===== src/sv/swu_pkg.sv =====
// Shared types and constants of the sensor wrap/unwrap block.
// No dependencies; imported by every swu module.
package swu_pkg;

  localparam int LIMIT_W    = 18;
  localparam int THR_W      = 17;
  localparam int OUT_W      = 20;
  localparam int CH_FIELD_W = 7;
  localparam int CFG_IDX_W  = 3;
  localparam int CFG_DATA_W = 18;

  typedef enum logic [1:0] {
    MODE_NORMAL = 2'd0,
    MODE_VALLEY = 2'd1,
    MODE_PEAK   = 2'd2
  } mode_t;

  typedef enum logic {
    CMD_SEED   = 1'b0,
    CMD_SAMPLE = 1'b1
  } cmd_t;

  localparam logic [CFG_IDX_W-1:0] REG_UPPER_XY = 3'd0;
  localparam logic [CFG_IDX_W-1:0] REG_LOWER_XY = 3'd1;
  localparam logic [CFG_IDX_W-1:0] REG_UPPER_Z  = 3'd2;
  localparam logic [CFG_IDX_W-1:0] REG_LOWER_Z  = 3'd3;
  localparam logic [CFG_IDX_W-1:0] REG_THR_XY   = 3'd4;
  localparam logic [CFG_IDX_W-1:0] REG_THR_Z    = 3'd5;

  typedef struct packed {
    logic signed [LIMIT_W-1:0] upper_xy;
    logic signed [LIMIT_W-1:0] lower_xy;
    logic signed [LIMIT_W-1:0] upper_z;
    logic signed [LIMIT_W-1:0] lower_z;
    logic [THR_W-1:0]          thr_xy;
    logic [THR_W-1:0]          thr_z;
  } limits_t;

  localparam limits_t LIMITS_RESET = '{
    upper_xy: 18'sd65534,
    lower_xy: -18'sd65534,
    upper_z:  18'sd32767,
    lower_z:  -18'sd32767,
    thr_xy:   17'd24000,
    thr_z:    17'd12000
  };

endpackage


===== src/sv/swu_cfg_regs.sv =====
// Configuration register file: wrap limits and thresholds for XY and Z.
// Depends on swu_pkg.
module swu_cfg_regs
  import swu_pkg::*;
(
  input  logic                  clk,
  input  logic                  rst,
  input  logic                  wr_en,
  input  logic [CFG_IDX_W-1:0]  wr_index,
  input  logic [CFG_DATA_W-1:0] wr_data,
  output limits_t               limits
);

  always_ff @(posedge clk) begin
    if (rst) begin
      limits <= LIMITS_RESET;
    end else if (wr_en) begin
      unique case (wr_index)
        REG_UPPER_XY: limits.upper_xy <= signed'(wr_data[LIMIT_W-1:0]);
        REG_LOWER_XY: limits.lower_xy <= signed'(wr_data[LIMIT_W-1:0]);
        REG_UPPER_Z:  limits.upper_z  <= signed'(wr_data[LIMIT_W-1:0]);
        REG_LOWER_Z:  limits.lower_z  <= signed'(wr_data[LIMIT_W-1:0]);
        REG_THR_XY:   limits.thr_xy   <= wr_data[THR_W-1:0];
        REG_THR_Z:    limits.thr_z    <= wr_data[THR_W-1:0];
        default: ;
      endcase
    end
  end

endmodule


===== src/sv/swu_state_ram.sv =====
// Per-channel state memory {last raw sample, mode}: one write port, one
// registered read port, clearing sweep after reset, last-write forwarding.
// Depends on swu_pkg.
module swu_state_ram
  import swu_pkg::*;
#(
  parameter int NUM_CHANNELS = 128,
  parameter int SAMPLE_BITS  = 18,
  localparam int AW = $clog2(NUM_CHANNELS)
) (
  input  logic                          clk,
  input  logic                          rst,
  input  logic                          rd_en,
  input  logic [AW-1:0]                 rd_addr,
  output logic signed [SAMPLE_BITS-1:0] rd_raw,
  output mode_t                         rd_mode,
  input  logic                          wr_en,
  input  logic [AW-1:0]                 wr_addr,
  input  logic signed [SAMPLE_BITS-1:0] wr_raw,
  input  mode_t                         wr_mode,
  output logic                          busy
);

  localparam int DW = SAMPLE_BITS + 2;

  logic [DW-1:0] mem [NUM_CHANNELS];
  logic [DW-1:0] mem_q;
  logic [AW-1:0] rd_addr_q;
  logic [AW-1:0] clr_addr;
  logic          clearing;
  logic          mem_we;
  logic [AW-1:0] mem_wa;
  logic [DW-1:0] mem_wd;
  logic          byp_valid;
  logic [AW-1:0] byp_addr;
  logic [DW-1:0] byp_data;
  logic [DW-1:0] rd_word;

  // clearing sweep
  always_ff @(posedge clk) begin
    if (rst) begin
      clearing <= 1'b1;
      clr_addr <= '0;
    end else if (clearing) begin
      clr_addr <= clr_addr + 1'b1;
      if (clr_addr == AW'(NUM_CHANNELS - 1)) begin
        clearing <= 1'b0;
      end
    end
  end

  assign busy   = clearing;
  assign mem_we = clearing || wr_en;
  assign mem_wa = clearing ? clr_addr : wr_addr;
  assign mem_wd = clearing ? '0 : {wr_raw, wr_mode};

  always_ff @(posedge clk) begin
    if (mem_we) begin
      mem[mem_wa] <= mem_wd;
    end
    if (rd_en) begin
      mem_q     <= mem[rd_addr];
      rd_addr_q <= rd_addr;
    end
  end

  // newest write wins over a read taken at the same edge
  always_ff @(posedge clk) begin
    if (rst) begin
      byp_valid <= 1'b0;
    end else if (wr_en && !clearing) begin
      byp_valid <= 1'b1;
    end
  end

  always_ff @(posedge clk) begin
    if (wr_en && !clearing) begin
      byp_addr <= wr_addr;
      byp_data <= {wr_raw, wr_mode};
    end
  end

  assign rd_word = (byp_valid && byp_addr == rd_addr_q) ? byp_data : mem_q;
  assign rd_raw  = signed'(rd_word[DW-1:2]);
  assign rd_mode = mode_t'(rd_word[1:0]);

endmodule


===== src/sv/swu_unwrap.sv =====
// Unwrap decision and offset: jump detection, mode update, saturated sum.
// Depends on swu_pkg.
module swu_unwrap
  import swu_pkg::*;
#(
  parameter int SAMPLE_BITS = 18
) (
  input  limits_t                       limits,
  input  cmd_t                          cmd,
  input  logic                          axis_is_z,
  input  logic                          in_range,
  input  logic signed [SAMPLE_BITS-1:0] sample,
  input  logic signed [SAMPLE_BITS-1:0] prev_raw,
  input  mode_t                         prev_mode,
  output mode_t                         new_mode,
  output mode_t                         res_mode,
  output logic signed [OUT_W-1:0]       corrected
);

  localparam int BASE_W = (SAMPLE_BITS > LIMIT_W + 1) ? SAMPLE_BITS : LIMIT_W + 1;
  localparam int CW     = BASE_W + 2;

  logic signed [LIMIT_W-1:0] up;
  logic signed [LIMIT_W-1:0] lo;
  logic [THR_W-1:0]          thr;
  logic signed [CW-1:0]      up_x;
  logic signed [CW-1:0]      lo_x;
  logic signed [CW-1:0]      thr_x;
  logic signed [CW-1:0]      cur_x;
  logic signed [CW-1:0]      prev_x;
  logic signed [CW-1:0]      hi_mark;
  logic signed [CW-1:0]      lo_mark;
  logic signed [CW-1:0]      offset;
  logic signed [CW-1:0]      sum;
  logic                      down;
  logic                      rise;
  logic                      sat;
  mode_t                     step_mode;

  assign up  = axis_is_z ? limits.upper_z : limits.upper_xy;
  assign lo  = axis_is_z ? limits.lower_z : limits.lower_xy;
  assign thr = axis_is_z ? limits.thr_z   : limits.thr_xy;

  assign up_x    = CW'(up);
  assign lo_x    = CW'(lo);
  assign thr_x   = CW'(signed'({1'b0, thr}));
  assign cur_x   = CW'(sample);
  assign prev_x  = CW'(prev_raw);
  assign hi_mark = up_x - thr_x;
  assign lo_mark = lo_x + thr_x;

  assign down = (prev_x > hi_mark) && (cur_x < lo_mark);
  assign rise = (prev_x < lo_mark) && (cur_x > hi_mark);

  always_comb begin
    case (prev_mode)
      MODE_NORMAL: begin
        if (down) step_mode = MODE_VALLEY;
        else if (rise) step_mode = MODE_PEAK;
        else step_mode = MODE_NORMAL;
      end
      MODE_VALLEY: begin
        step_mode = rise ? MODE_NORMAL : MODE_VALLEY;
      end
      default: begin
        step_mode = down ? MODE_NORMAL : MODE_PEAK;
      end
    endcase
  end

  assign new_mode = (cmd == CMD_SEED) ? MODE_NORMAL : step_mode;
  assign res_mode = in_range ? new_mode : MODE_NORMAL;

  always_comb begin
    offset = '0;
    if (in_range) begin
      case (new_mode)
        MODE_VALLEY: offset = up_x <<< 1;
        MODE_PEAK:   offset = lo_x <<< 1;
        default:     offset = '0;
      endcase
    end
  end

  assign sum = cur_x + offset;
  assign sat = (sum[CW-1:OUT_W-1] != {(CW - OUT_W + 1){sum[OUT_W-1]}});
  assign corrected = sat ? (sum[CW-1] ? {1'b1, {(OUT_W - 1){1'b0}}}
                                      : {1'b0, {(OUT_W - 1){1'b1}}})
                         : sum[OUT_W-1:0];

endmodule


===== src/sv/sensor_wrap_unwrap.sv =====
// Pipeline: an accepted item goes to stage s1, then to the result register.
// Throughput: one item per cycle unless result_stall or the sweep holds it;
// state is read from a registered RAM and written back as s1 advances, with
// the last write forwarded. Reset: synchronous; a clearing sweep of all state
// entries follows reset, with item_stall high. Configuration returns to its reset values.
module sensor_wrap_unwrap
  import swu_pkg::*;
#(
  parameter int NUM_CHANNELS = 128,
  parameter int SAMPLE_BITS  = 18
) (
  input  logic                          clk,
  input  logic                          rst,
  input  logic                          wr_en,
  input  logic [CFG_IDX_W-1:0]          wr_index,
  input  logic [CFG_DATA_W-1:0]         wr_data,
  input  logic                          item_valid,
  output logic                          item_stall,
  input  logic                          cmd,
  input  logic [CH_FIELD_W-1:0]         channel,
  input  logic                          axis_is_z,
  input  logic signed [SAMPLE_BITS-1:0] sample,
  output logic                          result_valid,
  input  logic                          result_stall,
  output logic signed [OUT_W-1:0]       corrected,
  output logic [1:0]                    mode,
  output logic [CH_FIELD_W-1:0]         echo_channel
);

  localparam int AW = $clog2(NUM_CHANNELS);

  limits_t                       limits;
  logic [31:0]                   ch_ext;
  logic                          in_range;
  logic                          accept;
  logic                          busy;
  logic                          s1_valid;
  logic                          s1_adv;
  cmd_t                          s1_cmd;
  logic [CH_FIELD_W-1:0]         s1_channel;
  logic                          s1_axis;
  logic                          s1_in_range;
  logic [AW-1:0]                 s1_addr;
  logic signed [SAMPLE_BITS-1:0] s1_sample;
  logic signed [SAMPLE_BITS-1:0] prev_raw;
  mode_t                         prev_mode;
  mode_t                         new_mode;
  mode_t                         res_mode;
  logic signed [OUT_W-1:0]       res_corrected;
  logic                          mem_wr;
  mode_t                         out_mode;

  swu_cfg_regs u_cfg (
    .clk      (clk),
    .rst      (rst),
    .wr_en    (wr_en),
    .wr_index (wr_index),
    .wr_data  (wr_data),
    .limits   (limits)
  );

  assign ch_ext     = 32'(channel);
  assign in_range   = ch_ext < 32'(NUM_CHANNELS);
  assign s1_adv     = !result_valid || !result_stall;
  assign item_stall = busy || (s1_valid && !s1_adv);
  assign accept     = item_valid && !item_stall;
  assign mem_wr     = s1_valid && s1_adv && s1_in_range;

  swu_state_ram #(
    .NUM_CHANNELS (NUM_CHANNELS),
    .SAMPLE_BITS  (SAMPLE_BITS)
  ) u_ram (
    .clk     (clk),
    .rst     (rst),
    .rd_en   (accept),
    .rd_addr (ch_ext[AW-1:0]),
    .rd_raw  (prev_raw),
    .rd_mode (prev_mode),
    .wr_en   (mem_wr),
    .wr_addr (s1_addr),
    .wr_raw  (s1_sample),
    .wr_mode (new_mode),
    .busy    (busy)
  );

  always_ff @(posedge clk) begin
    if (rst) begin
      s1_valid <= 1'b0;
    end else if (accept) begin
      s1_valid <= 1'b1;
    end else if (s1_adv) begin
      s1_valid <= 1'b0;
    end
  end

  always_ff @(posedge clk) begin
    if (accept) begin
      s1_cmd      <= cmd_t'(cmd);
      s1_channel  <= channel;
      s1_axis     <= axis_is_z;
      s1_in_range <= in_range;
      s1_addr     <= ch_ext[AW-1:0];
      s1_sample   <= sample;
    end
  end

  swu_unwrap #(
    .SAMPLE_BITS (SAMPLE_BITS)
  ) u_unwrap (
    .limits    (limits),
    .cmd       (s1_cmd),
    .axis_is_z (s1_axis),
    .in_range  (s1_in_range),
    .sample    (s1_sample),
    .prev_raw  (prev_raw),
    .prev_mode (prev_mode),
    .new_mode  (new_mode),
    .res_mode  (res_mode),
    .corrected (res_corrected)
  );

  // result register
  always_ff @(posedge clk) begin
    if (rst) begin
      result_valid <= 1'b0;
    end else if (s1_adv) begin
      result_valid <= s1_valid;
    end
  end

  always_ff @(posedge clk) begin
    if (s1_adv && s1_valid) begin
      corrected    <= res_corrected;
      out_mode     <= res_mode;
      echo_channel <= s1_channel;
    end
  end

  assign mode = out_mode;

endmodule


===== config.mk =====
export PLATFORM = sky130hd
export DESIGN_NAME = sensor_wrap_unwrap
export DESIGN_NICKNAME = d
export VERILOG_FILES = /design/src/sv/swu_pkg.sv /design/src/sv/swu_cfg_regs.sv /design/src/sv/swu_state_ram.sv /design/src/sv/swu_unwrap.sv /design/src/sv/sensor_wrap_unwrap.sv
export SDC_FILE = /design/constraint.sdc
export NUM_CORES = 2
export LEC_CHECK = 0
export BUFFER_PORTS_ARGS = -buffer_cell sky130_fd_sc_hd__buf_2
export CORE_UTILIZATION = 24
export DETAILED_ROUTE_END_ITERATION = 8
export GPL_ROUTABILITY_DRIVEN = 0
export PLACE_DENSITY = 0.47
export SLEW_MARGIN = 20
export SYNTH_ARGS = -nofsm -noshare
export SYNTH_HDL_FRONTEND = slang
export SYNTH_SLANG_ARGS = --single-unit
export TNS_END_PERCENT = 20

===== constraint.sdc =====
create_clock -name clk -period 14 [get_ports clk]
set_clock_uncertainty 0.15 [all_clocks]
set_input_delay 2.1 -clock clk [delete_from_list [all_inputs] [get_ports clk]]
set_output_delay 2.1 -clock clk [all_outputs]
set_load 0.01 [all_outputs]

==> load_flow_metrics.sql <==
INSERT INTO impl_metrics (metric_group, metric, value, unit) VALUES
('power_and_ir_drop', 'p_leak', '42.7', 'nW'),
('finish', 'syn2layout_area_growth', '17.2', '%'),
('floorplanning', 'fp.coreArea', '457000', 'sq um'),
('synthesis', 'postSynth.topFlopCell', 'edfxtp_1', ''),
('sta', 'post-route-period-util', '77.3', '%'),
('worst_setup_path', 'worst_ep_required_time', '14.50', 'ns'),
('floorplanning', 'floorplan_die_height', '681', 'microns'),
('clock_network', 'holdBufCountCts', '0', ''),
('synthesis', 'synthDominantCellAreaShare', '72.3', '%'),
('clock_network', 'ctsRootBufferMaster', 'clkbuf_16', ''),
('synthesis', 'synthCells', '5162', ''),
('finish', 'finish.net_count', '5657', ''),
('clock_network', 'ctsHtreeMaxLevel', '5', ''),
('clock_network', 'clock_latency', '0.92', 'ns'),
('clock_network', 'cts_buffers', '299', ''),
('grt', 'grt_pass1_wl', '439', 'mm'),
('synthesis', 'post_synth_instance_area', '111000', 'sq um'),
('synthesis', 'postSynthAreaPerCell', '21.4', 'sq um'),
('sta', 'minimum_period_implied_by_the_final_worst_setup_slack', '10.83', 'ns'),
('route', 'detail_route.iter0.violations', '5000', ''),
('worst_hold_path', 'hold_class', 'flop to flop', ''),
('worst_setup_path', 'criticalPathCategory', 'flop to flop', ''),
('route', 'postRouteAntennaNets', '0', ''),
('synthesis', 'post_syn_nets', '5333', ''),
('worst_setup_path', 'r2r-end', 'corrected[18]', ''),
('run', 'max-cap-violations', '0', ''),
('finish', 'final_cell_count_no_fill', '11900', ''),
('finish', 'postLayoutCellArea', '130000', 'sq um'),
('route', 'postRouteWirelength', '314', 'mm'),
('finish', 'fin_util', '28.3', '%'),
('floorplanning', 'die_w', '681', 'microns'),
('clock_network', 'gates_resized_cts_repair', '0', ''),
('sta', 'hold_viol_final', '0', ''),
('grt', 'gr-usage-all-layers', '13.3', '%'),
('sta', 'tightestPinTransition', '1.13', 'ns'),
('power_and_ir_drop', 'power_density', '136', 'nW/um^2'),
('synthesis', 'netlist-cell-type-count', '78', ''),
('synthesis', 'synth-async-reset-ratio', '0', '%'),
('floorplanning', 'die_area', '464000', 'sq um'),
('floorplanning', 'site_rows', '248', ''),
('worst_setup_path', 'ff2ff_path_depth', '38', ''),
('synthesis', 'synth_top_cells_by_area', 'edfxtp_1, mux4_2, dfxtp_1', ''),
('worst_setup_path', 'timing.critical_path.from_type', 'flop', ''),
('clock_network', 'postCtsSetupBuffers', '0', ''),
('clock_network', 'clk_path_buf_depth', '4', ''),
('grt', 'overflow', '0', ''),
('route', 'routed_wire_length_per_instance', '26.5', 'microns'),
('worst_setup_path', 'end_kind', 'flop', ''),
('power_and_ir_drop', 'total_power_consumption', '17.7', 'mW'),
('clock_network', 'clk_pin_slew_worst_paths', '0.06', 'ns'),
('finish', 'layout-drive-gt1-share', '30.9', '%'),
('sta', 'max_freq', '92.4', 'MHz'),
('sta', 'finalSetupViolCount', '0', ''),
('sta', 'holdWs', '0.304', 'ns'),
('worst_hold_path', 'worstHoldStart', 'u_cfg.limits[75]', ''),
('worst_setup_path', 'worst_ep_arrival', '11.33', 'ns'),
('synthesis', 'ys_ff_latch', '2780', ''),
('worst_hold_path', 'hold_crit_depth', '2', ''),
('route', 'drt_first_pass_iters', '5', ''),
('sta', 'timing_max_transition_violations_final', '0', ''),
('worst_setup_path', 'r2r_slack', '3.17', 'ns'),
('route', 'routed_via_density', '4.52', ''),
('floorplanning', 'design.portCount', '84', ''),
('route', 'detailroute.via_count', '53600', ''),
('clock_network', 'tritoncts_clock_tree', 'built', ''),
('synthesis', 'synth-warning-count', '0', ''),
('clock_network', 'tritoncts_num_sinks', '2780', ''),
('sta', 'slew_headroom', '24.6', '%'),
('synthesis', 'ranking_of_synthesized_cells_by_instance_count', 'edfxtp_1, mux4_2, nand2_1, nor2_1, clkbuf_1', ''),
('synthesis', 'synth_enable_flop_cells', '2663', ''),
('outcome', 'outcome', 'completed', '');
registers in the layout (all words and copies together), names as in the netlist, 18 cells and up:
register	cells
u_ram.mem	2560
u_cfg.limits	106
corrected	20
s1_sample	18
u_ram.byp_data	20
u_ram.mem_q	20
worst max-delay path: cells and delay by family, from the launching register on:
kind | cells | cell delay (ns)
multiplexers | 1 | 0.45
AND/OR/NAND/NOR | 9 | 1.43
flip-flops | 1 | 0.31
AO/OA/AOI/OAI | 21 | 5.26
buffers and inverters | 1 | 0.67
adder cells (fa/ha/maj) | 6 | 2.27
per-layer routing:
layer	global-route usage [%]	vias to the layer above	share of wire [%]
met4	2.97	2	2.2
met2	22.9	1382	50
met3	1.75	364	4.6
li1	-	22200	-
met5	0	-	0.0041
met1	17.8	29600	43
cell usage in the layout (no fill, tap or decap), types with 26 or more instances in the layout:
cell and count:
bufinv_16 26, mux4_2 840, nor2_1 73, clkinv_2 48, xnor2_1 38, o21ai_0 35, a21o_1 26, buf_4 183
nand3b_1 38, nor2_4 27, nor2_2 106, a21oi_1 109, inv_1 52, edfxtp_1 2663, clkinv_1 55, clkbuf_1 68
dfxtp_1 116, clkbuf_16 306, mux2_2 72, buf_2 77, mux2i_1 29, ha_1 115, nand2_1 253
logic make-up after synthesis:
| kind of cell | count (synthesis) | synth area share (%) |
|---|---|---|
| AO/OA/AOI/OAI | 305 | 1.82 |
| XOR/XNOR | 63 | 0.549 |
| multiplexers | 941 | 18.1 |
| buffers and inverters | 304 | 1.04 |
| AND/OR/NAND/NOR | 646 | 2.66 |
| adder cells (fa/ha/maj) | 123 | 1.40 |
| flip-flops | 2780 | 74.4 |
final cells by class:
cell class,instances,area (sq um),share of cell area [%]
inverters,52,195,0.151
diodes,11,27.5,0.0212
repair buffers,275,2020,1.56
clock buffers,376,7940,6.13
flip-flops and latches,2780,82300,63.5
multi-input cells,2078,27700,21.4
clock inverters,165,1680,1.30
well taps,6125,7660,5.91
worst max path at each step:
stage | start | to | slack (ns) | depth (start not counted)
6_report | s1_axis | corrected[18] | 3.17 | 38
5_1_grt | s1_axis | corrected[18] | 2.41 | 38
4_1_cts | s1_axis | corrected[18] | 3.17 | 38
3_5_place_dp | s1_axis | corrected[18] | 3.21 | 38
3_3_place_gp | s1_axis | corrected[18] | 3.13 | 38
2_1_floorplan | s1_axis | u_ram.mem[0][0] | 3.86 | 26
where the power goes:
part / leakage, nW / total, mW / switching (mW) / internal (mW)
clock: 4.68 / 7.86 / 3.33 / 4.53
sequential: 27.5 / 9.02 / 0.00947 / 9.01
combinational: 10.6 / 0.798 / 0.460 / 0.338
(Power assumes the default switching activity.)
